<file path="src/sv/jsu_pkg.sv">
// Package for the JSON string unescaper: phase codes, result codes,
// the result-group record passed from front to back, and the hex digit decode.
// No dependencies.
package jsu_pkg;

    typedef enum logic [2:0] {
        PH_IDLE = 3'd0,
        PH_STR  = 3'd1,
        PH_ESC  = 3'd2,
        PH_HEX0 = 3'd3,
        PH_HEX1 = 3'd4,
        PH_HEX2 = 3'd5,
        PH_HEX3 = 3'd6
    } t_phase;

    localparam logic [1:0] ST_BUSY = 2'd0;
    localparam logic [1:0] ST_DONE = 2'd1;
    localparam logic [1:0] ST_ERR  = 2'd2;

    localparam logic [7:0] CH_QUOTE = 8'h22;
    localparam logic [7:0] CH_BSL   = 8'h5C;
    localparam logic [7:0] CH_SLASH = 8'h2F;
    localparam logic [7:0] CH_B     = 8'h62;
    localparam logic [7:0] CH_F     = 8'h66;
    localparam logic [7:0] CH_N     = 8'h6E;
    localparam logic [7:0] CH_R     = 8'h72;
    localparam logic [7:0] CH_T     = 8'h74;
    localparam logic [7:0] CH_U     = 8'h75;

    localparam logic [7:0] UTF_CONT  = 8'h80;
    localparam logic [7:0] UTF_LEAD2 = 8'hC0;
    localparam logic [7:0] UTF_LEAD3 = 8'hE0;

    // group queue between front and back
    localparam int Q_DEPTH = 4;
    localparam int Q_AW    = $clog2(Q_DEPTH);

    // all results caused by one input item
    typedef struct packed {
        logic [2:0][7:0] bytes;      // emission order, entry 0 first
        logic [1:0]      extra;      // number of results minus one
        logic            byte_valid;
        logic [1:0]      status;     // status of the final result
    } t_grp;

    // bit 4 set for a non-hex character
    function automatic logic [4:0] hex_value(input logic [7:0] c);
        logic [4:0] v;
        v = 5'd16;
        if (c >= 8'h30 && c <= 8'h39) v = {1'b0, c[3:0]};
        else if ((c >= 8'h61 && c <= 8'h66) || (c >= 8'h41 && c <= 8'h46))
            v = {1'b0, c[3:0] + 4'd9};
        return v;
    endfunction

endpackage

</file>
<file path="src/sv/jsu_if.sv">
// Handshake channels of the JSON string unescaper: input text bytes and
// decoded result items. Depends on nothing.
interface jsu_in_if;
    logic       valid;
    logic       ready;
    logic [7:0] in_byte;
    logic       text_end;
    modport source (output valid, output in_byte, output text_end, input ready);
    modport sink   (input valid, input in_byte, input text_end, output ready);
endinterface

interface jsu_out_if;
    logic       valid;
    logic       ready;
    logic [7:0] out_byte;
    logic       byte_valid;
    logic [1:0] status;
    logic       last;
    modport source (output valid, output out_byte, output byte_valid, output status,
                    output last, input ready);
    modport sink   (input valid, input out_byte, input byte_valid, input status,
                    input last, output ready);
endinterface

</file>
<file path="src/sv/jsu_front.sv">
// Front end: accepts text bytes, runs the string/escape/hex phase machine and
// turns each item into a result group. Depends on jsu_pkg, jsu_if.
module jsu_front (
    input  logic          i_clk,
    input  logic          i_rst_n,
    jsu_in_if.sink        i_in,
    input  logic          i_q_full,
    output logic          o_push,
    output jsu_pkg::t_grp o_grp
);
    import jsu_pkg::*;

    t_phase      r_phase, n_phase;
    logic [11:0] r_acc, n_acc;

    logic [7:0]  c;
    logic        eot;
    logic [4:0]  hv;
    logic        hex_ok;
    logic [15:0] code;

    assign c      = i_in.in_byte;
    assign eot    = i_in.text_end;
    assign hv     = hex_value(c);
    assign hex_ok = !eot && !hv[4];
    assign code   = {r_acc, hv[3:0]};

    assign i_in.ready = !i_q_full;
    assign o_push     = i_in.valid && !i_q_full;

    always_ff @(posedge i_clk) begin
        if (!i_rst_n) begin
            r_phase <= PH_IDLE;
            r_acc   <= '0;
        end else if (o_push) begin
            r_phase <= n_phase;
            r_acc   <= n_acc;
        end
    end

    // next state
    always_comb begin
        n_phase = r_phase;
        n_acc   = r_acc;
        case (r_phase)
            PH_STR: begin
                if (eot) begin
                    n_phase = PH_IDLE;
                    n_acc   = '0;
                end else if (c == CH_BSL) n_phase = PH_ESC;
                else if (c == CH_QUOTE) n_phase = PH_IDLE;
            end
            PH_ESC: begin
                n_phase = PH_IDLE;
                n_acc   = '0;
                if (!eot) begin
                    case (c)
                        CH_QUOTE, CH_BSL, CH_SLASH, CH_B, CH_F, CH_N, CH_R, CH_T:
                            n_phase = PH_STR;
                        CH_U: n_phase = PH_HEX0;
                        default: n_phase = PH_IDLE;
                    endcase
                end
            end
            PH_HEX0, PH_HEX1, PH_HEX2: begin
                if (hex_ok) begin
                    n_acc = {r_acc[7:0], hv[3:0]};
                    case (r_phase)
                        PH_HEX0: n_phase = PH_HEX1;
                        PH_HEX1: n_phase = PH_HEX2;
                        default: n_phase = PH_HEX3;
                    endcase
                end else begin
                    n_phase = PH_IDLE;
                    n_acc   = '0;
                end
            end
            PH_HEX3: begin
                n_acc   = '0;
                n_phase = hex_ok ? PH_STR : PH_IDLE;
            end
            default: begin
                // idle and the unused code both wait for an opening quote
                n_acc   = '0;
                n_phase = (!eot && c == CH_QUOTE) ? PH_STR : PH_IDLE;
            end
        endcase
    end

    // result group
    always_comb begin
        o_grp            = '0;
        o_grp.status     = ST_BUSY;
        case (r_phase)
            PH_STR: begin
                if (eot) o_grp.status = ST_ERR;
                else if (c == CH_QUOTE) o_grp.status = ST_DONE;
                else if (c != CH_BSL) begin
                    o_grp.bytes[0]   = c;
                    o_grp.byte_valid = 1'b1;
                end
            end
            PH_ESC: begin
                o_grp.byte_valid = 1'b1;
                case (c)
                    CH_QUOTE, CH_BSL, CH_SLASH: o_grp.bytes[0] = c;
                    CH_B: o_grp.bytes[0] = 8'h08;
                    CH_F: o_grp.bytes[0] = 8'h0C;
                    CH_N: o_grp.bytes[0] = 8'h0A;
                    CH_R: o_grp.bytes[0] = 8'h0D;
                    CH_T: o_grp.bytes[0] = 8'h09;
                    CH_U: o_grp.byte_valid = 1'b0;
                    default: begin
                        o_grp.byte_valid = 1'b0;
                        o_grp.status     = ST_ERR;
                    end
                endcase
                if (eot) begin
                    o_grp.bytes[0]   = '0;
                    o_grp.byte_valid = 1'b0;
                    o_grp.status     = ST_ERR;
                end
            end
            PH_HEX0, PH_HEX1, PH_HEX2: begin
                if (!hex_ok) o_grp.status = ST_ERR;
            end
            PH_HEX3: begin
                if (!hex_ok) o_grp.status = ST_ERR;
                else begin
                    o_grp.byte_valid = 1'b1;
                    if (code[15:7] == '0) begin
                        o_grp.bytes[0] = code[7:0];
                    end else if (code[15:11] == '0) begin
                        o_grp.extra    = 2'd1;
                        o_grp.bytes[0] = UTF_LEAD2 | {3'b000, code[10:6]};
                        o_grp.bytes[1] = UTF_CONT | {2'b00, code[5:0]};
                    end else begin
                        o_grp.extra    = 2'd2;
                        o_grp.bytes[0] = UTF_LEAD3 | {4'b0000, code[15:12]};
                        o_grp.bytes[1] = UTF_CONT | {2'b00, code[11:6]};
                        o_grp.bytes[2] = UTF_CONT | {2'b00, code[5:0]};
                    end
                end
            end
            default: begin
                if (eot || c != CH_QUOTE) o_grp.status = ST_ERR;
            end
        endcase
    end

endmodule

</file>
<file path="src/sv/jsu_queue.sv">
// Short group queue between front and back ends.
// Depends on jsu_pkg.
module jsu_queue (
    input  logic          i_clk,
    input  logic          i_rst_n,
    input  logic          i_push,
    input  jsu_pkg::t_grp i_grp,
    output logic          o_full,
    input  logic          i_pop,
    output logic          o_valid,
    output jsu_pkg::t_grp o_grp
);
    import jsu_pkg::*;

    t_grp            r_mem [Q_DEPTH];
    logic [Q_AW-1:0] r_wp, n_wp;
    logic [Q_AW-1:0] r_rp, n_rp;
    logic [Q_AW:0]   r_cnt, n_cnt;
    logic            do_pop;

    assign o_full  = (r_cnt == (Q_AW+1)'(Q_DEPTH));
    assign o_valid = (r_cnt != '0);
    assign o_grp   = r_mem[r_rp];
    assign do_pop  = i_pop && o_valid;

    always_comb begin
        n_wp  = i_push ? r_wp + 1'b1 : r_wp;
        n_rp  = do_pop ? r_rp + 1'b1 : r_rp;
        n_cnt = r_cnt + (Q_AW+1)'(i_push) - (Q_AW+1)'(do_pop);
    end

    always_ff @(posedge i_clk) begin
        if (!i_rst_n) begin
            r_wp  <= '0;
            r_rp  <= '0;
            r_cnt <= '0;
        end else begin
            r_wp  <= n_wp;
            r_rp  <= n_rp;
            r_cnt <= n_cnt;
        end
    end

    always_ff @(posedge i_clk) begin
        if (i_push) r_mem[r_wp] <= i_grp;
    end

endmodule

</file>
<file path="src/sv/jsu_back.sv">
// Back end: unpacks each result group into one to three result items and
// holds them in an output register. Depends on jsu_pkg, jsu_if.
module jsu_back (
    input  logic          i_clk,
    input  logic          i_rst_n,
    input  logic          i_q_valid,
    input  jsu_pkg::t_grp i_grp,
    output logic          o_pop,
    jsu_out_if.source     o_out
);
    import jsu_pkg::*;

    logic [1:0] r_sub, n_sub;
    logic       r_ovalid, n_ovalid;
    logic [7:0] r_obyte;
    logic       r_obv;
    logic [1:0] r_ost;
    logic       r_olast;

    logic       load;
    logic       take;
    logic       is_last;
    logic [7:0] sel_byte;

    assign load    = !r_ovalid || o_out.ready;
    assign take    = load && i_q_valid;
    assign is_last = (r_sub == i_grp.extra);
    assign o_pop   = take && is_last;

    always_comb begin
        case (r_sub)
            2'd0:    sel_byte = i_grp.bytes[0];
            2'd1:    sel_byte = i_grp.bytes[1];
            default: sel_byte = i_grp.bytes[2];
        endcase
    end

    always_comb begin
        n_sub    = r_sub;
        n_ovalid = r_ovalid;
        if (load) n_ovalid = i_q_valid;
        if (take) n_sub = is_last ? 2'd0 : r_sub + 2'd1;
    end

    always_ff @(posedge i_clk) begin
        if (!i_rst_n) begin
            r_sub    <= '0;
            r_ovalid <= 1'b0;
        end else begin
            r_sub    <= n_sub;
            r_ovalid <= n_ovalid;
        end
    end

    always_ff @(posedge i_clk) begin
        if (take) begin
            r_obyte <= sel_byte;
            r_obv   <= i_grp.byte_valid;
            r_ost   <= is_last ? i_grp.status : ST_BUSY;
            r_olast <= is_last;
        end
    end

    assign o_out.valid      = r_ovalid;
    assign o_out.out_byte   = r_obyte;
    assign o_out.byte_valid = r_obv;
    assign o_out.status     = r_ost;
    assign o_out.last       = r_olast;

endmodule

</file>
<file path="src/sv/json_string_unescape_utf8.sv">
// Top level of the streaming JSON string unescaper with UTF-8 output.
// Depends on jsu_pkg, jsu_if, jsu_front, jsu_queue, jsu_back.
//
//   channel  dir  handshake          payload
//   i_in     in   valid / ready      in_byte[7:0], text_end
//   o_out    out  valid / ready      out_byte[7:0], byte_valid, status[1:0], last
//
// One input item per cycle while the queue has room; each item gives one result,
// or two or three for a \u escape decoding to a multi-byte UTF-8 sequence,
// one result per cycle while o_out is ready. Each result passes through the
// group queue and then the output register. A four-group queue sits between front
// and back, so input keeps flowing while results are stalled until the queue fills.
// Synchronous active-low reset returns the block to waiting for an opening quote.
module json_string_unescape_utf8 (
    input  logic      i_clk,
    input  logic      i_rst_n,
    jsu_in_if.sink    i_in,
    jsu_out_if.source o_out
);
    import jsu_pkg::*;

    logic q_full;
    logic push;
    t_grp push_grp;
    logic q_valid;
    t_grp head_grp;
    logic pop;

    jsu_front u_front (
        .i_clk    (i_clk),
        .i_rst_n  (i_rst_n),
        .i_in     (i_in),
        .i_q_full (q_full),
        .o_push   (push),
        .o_grp    (push_grp)
    );

    jsu_queue u_queue (
        .i_clk   (i_clk),
        .i_rst_n (i_rst_n),
        .i_push  (push),
        .i_grp   (push_grp),
        .o_full  (q_full),
        .i_pop   (pop),
        .o_valid (q_valid),
        .o_grp   (head_grp)
    );

    jsu_back u_back (
        .i_clk     (i_clk),
        .i_rst_n   (i_rst_n),
        .i_q_valid (q_valid),
        .i_grp     (head_grp),
        .o_pop     (pop),
        .o_out     (o_out)
    );

endmodule

</file>
<file path="src/flat_wrapper.sv">
// flat-port wrapper written by rule: the top's interface ports become plain ports
module json_string_unescape_utf8_flat import jsu_pkg::*;
  (i_clk, i_rst_n, i_in_valid, i_in_in_byte, i_in_text_end, i_in_ready, o_out_valid, o_out_out_byte, o_out_byte_valid, o_out_status, o_out_last, o_out_ready);
  jsu_in_if i_in_i ();
  jsu_out_if o_out_i ();
  input  logic i_clk;
  input  logic i_rst_n;
  input wire logic [$bits(i_in_i.valid)-1:0] i_in_valid;
  input wire logic [$bits(i_in_i.in_byte)-1:0] i_in_in_byte;
  input wire logic [$bits(i_in_i.text_end)-1:0] i_in_text_end;
  output wire logic [$bits(i_in_i.ready)-1:0] i_in_ready;
  output wire logic [$bits(o_out_i.valid)-1:0] o_out_valid;
  output wire logic [$bits(o_out_i.out_byte)-1:0] o_out_out_byte;
  output wire logic [$bits(o_out_i.byte_valid)-1:0] o_out_byte_valid;
  output wire logic [$bits(o_out_i.status)-1:0] o_out_status;
  output wire logic [$bits(o_out_i.last)-1:0] o_out_last;
  input wire logic [$bits(o_out_i.ready)-1:0] o_out_ready;
  assign i_in_i.valid = i_in_valid;
  assign i_in_i.in_byte = i_in_in_byte;
  assign i_in_i.text_end = i_in_text_end;
  assign i_in_ready = i_in_i.ready;
  assign o_out_valid = o_out_i.valid;
  assign o_out_out_byte = o_out_i.out_byte;
  assign o_out_byte_valid = o_out_i.byte_valid;
  assign o_out_status = o_out_i.status;
  assign o_out_last = o_out_i.last;
  assign o_out_i.ready = o_out_ready;
  json_string_unescape_utf8 u_core (.i_clk(i_clk), .i_rst_n(i_rst_n), .i_in(i_in_i), .o_out(o_out_i));
endmodule
</file>
<file path="config.mk">
export PLATFORM = sky130hd
export DESIGN_NAME = json_string_unescape_utf8_flat
export DESIGN_NICKNAME = d
export VERILOG_FILES = /design/src/sv/jsu_pkg.sv /design/src/sv/jsu_if.sv /design/src/sv/jsu_front.sv /design/src/sv/jsu_queue.sv /design/src/sv/jsu_back.sv /design/src/sv/json_string_unescape_utf8.sv /design/src/flat_wrapper.sv
export SDC_FILE = /design/constraint.sdc
export NUM_CORES = 1
export LEC_CHECK = 0
export BUFFER_PORTS_ARGS = -buffer_cell sky130_fd_sc_hd__buf_2
export CORE_ASPECT_RATIO = 1.75
export CORE_UTILIZATION = 32
export CTS_CLUSTER_DIAMETER = 80
export DETAILED_ROUTE_END_ITERATION = 16
export PLACE_DENSITY = 0.54
export SYNTH_ARGS = -nofsm -noshare
export SYNTH_HDL_FRONTEND = slang
export SYNTH_SLANG_ARGS = --single-unit
</file>
<file path="constraint.sdc">
create_clock -name i_clk -period 3.5 [get_ports i_clk]
set_input_delay 0.7 -clock i_clk [delete_from_list [all_inputs] [get_ports i_clk]]
set_output_delay 0.7 -clock i_clk [all_outputs]
set_load 0.05 [all_outputs]
</file>
== After elaboration in Yosys (flattened, before gate mapping) ==
Memories as Yosys holds them, arrays and structs flattened. A register that Yosys moved wholly into a read port is not among the register bits.
Cells that the tools add are included.
Storage, ports and cells
  word-level logic and storage cells: 120
  input bits: 13
  bits in writable memories: 116
  register bits after elaboration: 37
  memories: 1
  output and inout port bits: 14
Operators by class
  muxes and demuxes: 47
  reductions and logical operators: 27
  eq/ne operators: 22
  $add $sub $neg: 6
  order comparisons: 6
Memory list
  u_core.u_queue.r_mem: words 4, width 29, rd ports 1, clocked after Yosys merged registers in 1, write ports 1, line jsu_queue.sv:15  | t_grp r_mem [Q_DEPTH];
Operators by type and width (count)
  $eq A8 B7 Y1 const B: 7
  $mux W16: 3
  $mux W8: 6
  $pmux W8 S6: 1
  $mux W27: 1
  $mux W12: 2
  $pmux W12 S2: 1
  $pmux W8 S3: 1
  $mux W2: 10
  $eq A8 B6 Y1 const B: 2
  $ge A8 B7 Y1 const B: 2
  $le A8 B7 Y1 const B: 2
  $pmux W8 S2: 1
  $mux W3: 5
  $eq A3 B3 Y1 const B: 4
  $pmux W3 S4: 1
  $mux W5: 2
  $logic_and A1 B1 Y1: 9
  $logic_not A9 Y1: 1
  $mux W1: 9
  $reduce_or A9 Y1: 1
  $ge A8 B6 Y1 const B: 1
  $le A8 B6 Y1 const B: 1
  $ne A8 B6 Y1 const B: 1
  other kinds (23): 34

== Logic depth before layout (Yosys ltp) ==
Gate-level depths: netlist of run 1.
  word-level depth: 9
  mapped depth: 13
  gate-level depth less buffers: 12

== Modules after synthesis ==
A second synthesis of run 1 with hierarchy kept.
Second synthesis, totals
  cell total of the unflattened synthesis: 465
  area total of the unflattened synthesis: 6970.4 sq um
Modules (own cells, without submodules)
  jsu_queue: times used 1, cells an instance 196, seq. area each 3663.5 sq um, area each 4668.2 sq um
  jsu_front: times used 1, cells an instance 207, seq. area each 300.3 sq um, area each 1609.0 sq um
  jsu_back: times used 1, cells an instance 62, seq. area each 420.4 sq um, area each 693.2 sq um

== Worst setup path after synthesis of run 1 ==
No wires, ideal clock.
  path type: flip-flop to flip-flop
  start point: register with a tool-made name
  end point: register u_core.u_queue.r_cnt[2]
  path buffers: 1
  path slack: 735 ps
  arrival: 2637 ps
  period minus slack after synthesis: 2765 ps
  required time: 3372 ps
  library setup time: 128 ps
  cell stages (with the launch flop): 14
  cell sequence: dfxtp_1 -> buf_2 -> mux4_2 -> xnor2_1 -> nand2_1 -> nor2_2 -> ha_1 -> inv_1 -> ha_1 -> inv_1 -> fa_1 -> xor2_1 -> xnor2_1 -> nor2_1
RTL lines
  to (signal assigned): line jsu_queue.sv:40  | r_cnt <= n_cnt;
  to (decl): line jsu_queue.sv:18  | logic [Q_AW:0] r_cnt, n_cnt;

==> results of run 1 <==
## logic make-up (layout without fill, tap and decap cells)
kind of cell	count (synthesis)	count (layout)	synth area share
AOI/OAI and AO/OA	95	95	0.101
adders and majority gates	13	13	0.0268
buffers and inverters	47	95	0.0311
xor gates and xnor gates	7	7	0.00965
DFF	143	143	0.633
and+or+nand+nor	118	118	0.105
muxes	27	27	0.0937
## layer usage
metal  global-route usage  wire, µm  vias to the layer above
met5                    0         0                        -
met4               0.0603       247                        0
met3               0.0287       409                       15
met2                0.281      8130                       93
met1                0.156      5290                     1903
li1                     -         -                     1807
## where the power goes
part / internal [mW] / switching, mW / total (mW)
combinational: 0.448 / 0.891 / 1.34
sequential: 2.15 / 0.0926 / 2.24
clock: 1.06 / 0.707 / 1.77
total: 3.65 / 1.69 / 5.34
## critical path: stages (launching register included)
cell     delay (ps)
dfxtp_2         420
mux4_2          550
xnor2_1         230
nand2_1         180
nor2_2          190
ha_1            250
inv_1            50
ha_1            130
inv_1            50
fa_1            370
xor2_1          170
xnor2_1         130
nor2_1           50
## sequential cells by signal (all words and copies together), names as in the netlist, 2 cells and up, named ones only
register	count
u_core.u_queue.r_mem	104
u_core.u_front.r_acc	12
u_core.u_back.o_out.out_byte	8
u_core.u_front.r_phase	3
u_core.u_queue.r_cnt	3
u_core.u_back.o_out.status	2
u_core.u_back.r_sub	2
u_core.u_queue.r_rp	2
u_core.u_queue.r_wp	2
## layout make-up
cell class                 count  area [µm²]  share of cell area
timing repair buffer          35         198              0.0269
multi-input combinational    260        2130               0.290
sequential                   143        4030               0.548
tap                          241         302              0.0410
clock buffer                  17         425              0.0579
inverter                      28         105              0.0143
clock inverter                15         161              0.0220
## path summary, 6_finish.rpt
path,to
worst max-delay path,u_core.u_queue.r_cnt[2]$_SDFF_PN0_
worst min-delay path,u_core.u_back.o_out.valid$_SDFFE_PN0N_
worst min register to register,u_core.u_back.o_out.valid$_SDFFE_PN0N_
worst max register to register,u_core.u_queue.r_cnt[2]$_SDFF_PN0_
## placed cells by master (no fill, tap or decap), types with 3 or more instances in the layout
cell,n
a21o_1,3
a21oi_1,24
a22o_1,12
a22oi_1,11
and2_1,7
and3_1,6
buf_2,26
buf_4,9
clkbuf_16,17
clkinv_2,3
clkinv_4,3
clkinvlp_4,3
dfxtp_1,26
edfxtp_1,116
ha_1,12
inv_1,27
inv_6,3
mux4_2,26
nand2_1,23
nand3_1,10
nand3b_1,4
nor2_1,32
nor3_1,8
o21ai_0,20
o21bai_1,4
o221ai_1,3
or2_2,4
xnor2_1,5
==> run_results.csv, run 1 <==
group,metric,value,unit
global_route,grt_pass1_wl,22.2,mm
cells_and_area,diodes,0,
detailed_routing,wl,14.1,mm
timing,slew_viol_final,0,
flow_run,cap_viol_max_count,0,
timing,setup_viol_count_final,0,
timing,fin_crit_sh,0.832,
cts,path_clk_slew,60,ps
synthesis,synth_fp_nets,476,
cts,cts_setup_buffers,0,
detailed_routing,drc,0,
cts,holdBufCountCts,0,
synthesis,ys_seq_area_frac,0.633,
timing,final.setup.tns,0,ps
global_route,overflow,0,
global_route,grt_pass1_vias,4042,
synthesis,avgSynthCellArea,14.1,µm²
pwr,power.total,5.34,mW
worst_hold_path,min_delay_path_depth,2,
synthesis,synth_common_cells,"edfxtp_1, nor2_1, dfxtp_1, inv_1, mux4_2",
critical_path,cp-end-kind,"register",
place,portBuffers,26,
detailed_routing,via_per_inst,5.17,
cells_and_area,fin_cells,739,
timing,slew_headroom,0.550,
synthesis,syn_inst,450,
synthesis,ys_async_sr_fraction,0,
pwr,p_leak,2.55,nW
place,place.gp.congestion,0.963,
floorplan,die-area,20500,µm²
timing,finalWorstPathRequiredPeriod,2910,ps
global_route,antenna_found_initial,0,
timing,worstMarginPinSlew,674,ps
critical_path,path_max_fanout,5,
critical_path,ff2ff_path_depth,12,
floorplan,die_width,109,µm
cells_and_area,final_nets,511,
synthesis,synthTopCellsByArea,"edfxtp_1, mux4_2, dfxtp_1",
detailed_routing,post_drt_wl_per_cell,19.0,µm
synthesis,yosys_warnings,0,
detailed_routing,antenna_left,0,
place,dpl_worst_slack,445,ps
floorplan,coreArea,19300,µm²
detailed_routing,drtIter0Drc,200,
cts,cts_tree,"done",
timing,skew,10.5,ps
timing,clock.fmax,344,MHz
cells_and_area,drive_above_1_share,0.225,
critical_path,start_kind,"register",
critical_path,rrSetupSlack,590,ps
synthesis,ys_types,64,
global_route,grt_usage,0.149,
floorplan,io_pins,27,
cells_and_area,final_area,7350,µm²
cells_and_area,syn2layout_area_growth,15.6,%
timing,rsz0062_at_grt,"false",
critical_path,cp.arrival,3190,ps
cells_and_area,fin_util,0.381,
synthesis,yosys.area.top_type,"edfxtp_1",
worst_hold_path,hp-class,"reg2reg",
place,dpl.hpwl,9.99,mm
synthesis,synth_top_area_share,0.548,
critical_path,required,3780,ps
cells_and_area,fillers,1845,
detailed_routing,drt_first_pass_iters,4,
timing,hold_violations,0,
detailed_routing,num_vias,3818,
timing,holdWs,469,ps
place,placed_area,6760,µm²
critical_path,path_class,"reg2reg",
place,dp.cells,707,
synthesis,synth-edff-count,116,
synthesis,synth_most_common_cell,"edfxtp_1",
floorplan,chipHeight,188,µm
global_route,grt_max_degree,27,
pwr,power.density,727,nW/µm²
floorplan,num_rows,67,
cts,clockBufferDepth,2,
timing,setup_ws,590,ps
cts,cts_resized,0,
worst_hold_path,hold_start,"u_core.u_back.o_out.valid$_SDFFE_PN0N_",
pwr,ir_drop,0.259,mV
floorplan,initial_core_util,0.330,
cts,clk_latency,410,ps
cts,cts_sinks,143,
synthesis,netlist_area,6360,µm²
cts,cts_max_level,4,
synthesis,synth-seq-cells,143,
run_status,status,"completed",
synthesis,synth_flop_cell,"edfxtp_1",
cts,cts_root_buf,"clkbuf_16",
cts,cts_made_buffers,17,
No activity file was read; power rests on OpenSTA's default activity.
==> inputs of run 2 (changes only) <==
--- a/config.mk
+++ b/config.mk
@@ -5,12 +5,13 @@
 export SDC_FILE = /design/constraint.sdc
 export NUM_CORES = 1
 export LEC_CHECK = 0
+export ABC_AREA = 1
 export BUFFER_PORTS_ARGS = -buffer_cell sky130_fd_sc_hd__buf_2
 export CORE_ASPECT_RATIO = 1.75
 export CORE_UTILIZATION = 32
 export CTS_CLUSTER_DIAMETER = 80
 export DETAILED_ROUTE_END_ITERATION = 16
-export PLACE_DENSITY = 0.54
+export PLACE_DENSITY = 0.56
 export SYNTH_ARGS = -nofsm -noshare
 export SYNTH_HDL_FRONTEND = slang
 export SYNTH_SLANG_ARGS = --single-unit
==> constraint.sdc (replaced) <==
create_clock -name i_clk -period 2.6 [get_ports i_clk]
set_input_delay 0.52 -clock i_clk [delete_from_list [all_inputs] [get_ports i_clk]]
set_output_delay 0.52 -clock i_clk [all_outputs]
set_load 0.05 [all_outputs]
==> run_results.csv, run 2 <==
group,metric,value,unit
run_status,status,"finished with violations",
run_status,violations,"DRC",
floorplan,coreArea,20400,µm²
critical_path,path_max_fanout,9,
synthesis,ys_types,43,
synthesis,synthTopCellsByArea,"edfxtp_1, dfxtp_1, nand2_1",
cells_and_area,layout.cells.most_common,"nand2_1",
timing,skew,6.70,ps
synthesis,yosys.area.top_type,"edfxtp_1",
pwr,power.total,7.44,mW
detailed_routing,wl,16.3,mm
pwr,power.density,953,nW/µm²
detailed_routing,num_vias,4915,
cts,cts_sinks,143,
detailed_routing,post_drt_wl_per_cell,16.4,µm
global_route,grt_max_degree,44,
cts,holdBufCountCts,0,
place,dpl.hpwl,11.4,mm
synthesis,synth-edff-count,116,
critical_path,start_kind,"register",
synthesis,synth_top_area_share,0.524,
synthesis,syn_inst,685,
cells_and_area,fin_util,0.383,
timing,rsz0062_at_grt,"false",
pwr,p_leak,3.01,nW
cells_and_area,final_area,7800,µm²
floorplan,num_rows,69,
timing,slew_viol_final,0,
synthesis,synth_most_common_cell,"nand2_1",
timing,holdWs,395,ps
floorplan,io_pins,27,
synthesis,ys_async_sr_fraction,0,
place,placed_area,7200,µm²
synthesis,synth-seq-cells,143,
synthesis,ys_seq_area_frac,0.605,
floorplan,chipHeight,193,µm
critical_path,required,2950,ps
cells_and_area,diodes,0,
floorplan,die_width,111,µm
timing,setup_viol_count_final,0,
global_route,grt_usage,0.161,
cells_and_area,final_nets,759,
timing,hold_violations,0,
synthesis,synth_common_cells,"nand2_1, edfxtp_1, nor2_1, o21ai_0, inv_1",
cts,cts_max_level,4,
synthesis,avgSynthCellArea,9.71,µm²
detailed_routing,drc,3,
global_route,overflow,0,
detailed_routing,drt_first_pass_iters,12,
detailed_routing,via_per_inst,4.94,
critical_path,path_class,"reg2reg",
place,dp.cells,962,
cts,clk_latency,420,ps
timing,clock.fmax,427,MHz
detailed_routing,drtIter0Drc,235,
cells_and_area,top_register,"u_core.u_queue.r_mem",
cts,clockBufferDepth,2,
floorplan,die-area,21400,µm²
timing,worstMarginPinSlew,1050,ps
cts,path_clk_slew,60,ps
timing,fin_crit_sh,0.900,
global_route,antenna_found_initial,0,
flow_run,cap_viol_max_count,0,
cells_and_area,largest_reg_flops,104,
cts,cts_root_buf,"clkbuf_16",
cells_and_area,fin_cells,994,
detailed_routing,antenna_left,0,
timing,slew_headroom,0.298,
synthesis,netlist_area,6650,µm²
critical_path,cp.arrival,2690,ps
place,portBuffers,26,
synthesis,synth_flop_cell,"edfxtp_1",
cells_and_area,syn2layout_area_growth,17.3,%
global_route,grt_pass1_vias,4945,
synthesis,synth_fp_nets,711,
place,place.gp.congestion,0.943,
cts,cts_tree,"done",
floorplan,initial_core_util,0.327,
timing,finalWorstPathRequiredPeriod,2340,ps
global_route,grt_pass1_wl,26.0,mm
cells_and_area,drive_above_1_share,0.154,
critical_path,cp-end-kind,"register",
synthesis,yosys_warnings,0,
cts,cts_made_buffers,17,
worst_hold_path,hp-class,"in2reg",
pwr,ir_drop,0.436,mV
cells_and_area,final_cell_mix,"nand2_1, edfxtp_1, nor2_1, o21ai_0, inv_1",
[run 2: changes by cell type in the layout (fill, tap and decap cells not counted), sizes merged, moves of 9 or more]
| cell | previous run | this run |
|---|---|---|
| a22o | 12 | 1 |
| a22oi | 11 | 2 |
| buf | 35 | 50 |
| inv | 32 | 67 |
| mux4 | 26 | 0 |
| nand2 | 23 | 134 |
| nand3 | 10 | 52 |
| nor2 | 34 | 108 |
| o21ai | 20 | 67 |
| o22ai | 0 | 22 |
[run 2: timing repair]
item                                    CTS  global route
gates resized for setup                   0             3
setup buffers                             0             0
endpoints found under the setup margin    0             1
[run 2: critical path, cell delays in order, from the launching register on]
cell and delay, ps:
dfxtp_2 370, inv_2 100, nand2_1 70, nand3_1 60
nand2_1 140, xor2_1 160, nand2_1 110, nor2_4 160
ha_1 250, inv_1 50, ha_1 120, inv_1 50
fa_1 350, inv_1 70, o21ai_0 80, a21oi_1 110
[run 2: final cells by class]
type	count	area [µm²]
clock buffers	22	507
repair buffers	50	310
clock inverters	10	96.3
multi-input cells	456	2310
inverters	65	244
fillers	2014	12600
well taps	248	310
flip-flops and latches	143	4030
[run 2: logic make-up after synthesis]
logic type                 Yosys count  synth area share
xor gates and xnor gates             4           0.00527
AOI/OAI and AO/OA                  135             0.113
and+or+nand+nor                    304             0.201
buffers and inverters               86            0.0508
DFF                                143             0.605
adders and majority gates           13            0.0256
[run 2: path summary, 6_finish.rpt]
check	start	endpoint	slack [ps]	depth (start not counted)
min reg2reg	u_core.u_front.r_acc[10]$_SDFFE_PN0P_	u_core.u_front.r_acc[10]$_SDFFE_PN0P_	470	2
max reg2reg	register	u_core.u_queue.r_cnt[2]$_SDFF_PN0_	260	15
min	i_rst_n	u_core.u_queue.r_cnt[0]$_SDFF_PN0_	400	3
max	register	u_core.u_queue.r_cnt[2]$_SDFF_PN0_	260	15
[run 2: routing by layer]
metal | up-vias | GRT usage | routed length [µm]
met5 | - | 0 | 0
met4 | 0 | 0.0996 | 574
met3 | 39 | 0.0210 | 389
met2 | 100 | 0.308 | 8990
met1 | 2327 | 0.165 | 6310
li1 | 2449 | - | -
[run 2: where the power goes]
group	internal (mW)	switching (mW)	leakage, nW
combinational	0.559	1.47	1.41
sequential	2.88	0.106	1.30
clock	1.49	0.930	0.302
total	4.93	2.51	3.01
[run 2: per-stage QoR]
step	setup TNS [ps]	worst slack, ps
2_1_floorplan	-2570	-27.8
3_3_place_gp	0	116
3_5_place_dp	0	46.8
4_1_cts	0	115
5_1_grt	0	23.6
6_report	0	259
==> inputs of run 3 (changes only) <==
--- a/config.mk
+++ b/config.mk
@@ -11,7 +11,7 @@
 export CORE_UTILIZATION = 32
 export CTS_CLUSTER_DIAMETER = 80
 export DETAILED_ROUTE_END_ITERATION = 16
-export PLACE_DENSITY = 0.56
+export PLACE_DENSITY = 0.53
 export SYNTH_ARGS = -nofsm -noshare
 export SYNTH_HDL_FRONTEND = slang
 export SYNTH_SLANG_ARGS = --single-unit
==> run_results.csv, run 3 (synthesized netlist as in run 2, its figures left out) <==
group,metric,value,unit
run_status,status,"finished with violations",
run_status,violations,"DRC",
floorplan,die-area,21400,µm²
timing,final.setup.tns,0,ps
timing,slew_viol_final,0,
global_route,grt_max_degree,46,
detailed_routing,antenna_left,0,
place,place.gp.congestion,0.983,
cts,path_clk_slew,60,ps
cells_and_area,fillers,2005,
detailed_routing,post_drt_wl_per_cell,16.7,µm
cells_and_area,top_register,"u_core.u_queue.r_mem",
cells_and_area,fin_cells,1009,
detailed_routing,num_vias,5004,
cells_and_area,largest_reg_flops,104,
floorplan,num_rows,69,
global_route,overflow,0,
cells_and_area,diodes,0,
floorplan,chipHeight,193,µm
floorplan,die_width,111,µm
detailed_routing,wl,16.8,mm
pwr,p_leak,3.06,nW
detailed_routing,drtIter0Drc,318,
place,dp.cells,971,
critical_path,crit_top_cell,"inv_1",
timing,finalWorstPathRequiredPeriod,2360,ps
global_route,grt_usage,0.165,
pwr,ir_drop,0.349,mV
timing,worstMarginPinSlew,626,ps
cts,clk_latency,410,ps
detailed_routing,drc,3,
floorplan,coreArea,20400,µm²
critical_path,cp-end-kind,"register",
pwr,power.density,945,nW/µm²
cells_and_area,final_nets,774,
floorplan,io_pins,27,
timing,clock.fmax,424,MHz
global_route,grt_pass1_vias,4904,
pwr,power.total,7.47,mW
critical_path,cpPeakStageDelay,400,ps
cells_and_area,layout.cells.most_common,"nand2_1",
cells_and_area,drive_above_1_share,0.171,
cts,cts_made_buffers,17,
detailed_routing,via_per_inst,4.96,
cts,holdBufCountCts,0,
place,portBuffers,26,
critical_path,cp.arrival,2700,ps
timing,rsz0062_at_grt,"false",
critical_path,path_class,"reg2reg",
floorplan,initial_core_util,0.327,
critical_path,required,2950,ps
critical_path,path_cells,"clkinvlp_4, nand3_1, nand2_1, xor2_1, nand2_1, nor2_4, ha_1, inv_1, ha_1, inv_1, fa_1, inv_1, o21ai_0, a21oi_1",
timing,setup_viol_count_final,0,
worst_hold_path,hp-class,"in2reg",
place,dpl.hpwl,12.0,mm
timing,slew_headroom,0.578,
cells_and_area,final_cell_mix,"nand2_1, edfxtp_1, nor2_1, o21ai_0, inv_1",
timing,hold_violations,0,
critical_path,start_kind,"register",
flow_run,cap_viol_max_count,0,
timing,skew,8.95,ps
global_route,grt_pass1_wl,26.3,mm
critical_path,cp_slowest_cell,"dfxtp_4",
cts,clockBufferDepth,2,
cells_and_area,syn2layout_area_growth,18.8,%
detailed_routing,drt_first_pass_iters,10,
global_route,antenna_found_initial,0,
cts,cts_max_level,4,
critical_path,path_max_fanout,6,
cts,cts_tree,"done",
cts,cts_sinks,143,
cts,cts_root_buf,"clkbuf_16",
timing,fin_crit_sh,0.906,
==> run 3: cell types whose count changed in the layout (fill, tap and decap cells not counted), sizes merged <==
| cell | before | now |
|---|---|---|
| clkinvlp | 0 | 3 |
| buf | 50 | 65 |
| bufinv | 1 | 2 |
| clkbuf | 22 | 17 |
| clkinv | 7 | 8 |
==> run 3: timing repair <==
| item | in CTS | in global routing |
|---|---|---|
| setup endpoints to repair | 0 | 2 |
| resized for setup | 0 | 5 |
| buffers inserted | 0 | 6 |
==> run 3: final timing paths <==
| path | from | to | slack (ps) | depth (start not counted) |
|---|---|---|---|---|
| worst max-delay path | register | u_core.u_queue.r_cnt[2]$_SDFF_PN0_ | 240 | 14 |
| worst max register to register | register | u_core.u_queue.r_cnt[2]$_SDFF_PN0_ | 240 | 14 |
| worst min register to register | u_core.u_front.r_acc[10]$_SDFFE_PN0P_ | u_core.u_front.r_acc[10]$_SDFFE_PN0P_ | 470 | 2 |
| worst min-delay path | i_rst_n | u_core.u_queue.r_cnt[0]$_SDFF_PN0_ | 390 | 3 |
==> run 3: area by class of cell <==
class	instances	area (µm²)	share of cell area
sequential	143	4030	0.510
clock buffer	17	425	0.0538
multi-input combinational	456	2310	0.292
timing repair buffer	65	427	0.0540
inverter	65	248	0.0313
clock inverter	15	159	0.0201
tap	248	310	0.0392
==> run 3: critical path, delay by kind of cell, from the launching register on <==
kind | cells | cell delay, ps
AO/OA/AOI/OAI | 2 | 190
XOR/XNOR | 1 | 150
adder cells (fa/ha/maj) | 3 | 720
buffers and inverters | 4 | 330
flip-flops | 1 | 400
AND/OR/NAND/NOR | 4 | 510
==> run 3: layer usage <==
metal	GRT usage	up-vias	wire, µm
li1	-	2488	-
met1	0.165	2403	6550
met2	0.325	83	9320
met3	0.0273	30	298
met4	0.0832	0	656
met5	0	-	0
==> run 3: power breakdown <==
part	switching (mW)	internal (mW)
logic	1.49	0.607
registers	0.106	2.88
clock network	0.962	1.42
total	2.56	4.91
==> run 3: stage by stage <==
stage               setup WS, ps  hold slack [ps]  area (µm²)  utilization
finish                       243              390        7910        0.388
global route                30.2              395        7910        0.388
CTS                         65.8              381        7850        0.385
detailed placement          48.6              459        7260        0.357
global placement            61.3              454        7260        0.357
floorplan                  -27.8              444        6660            -
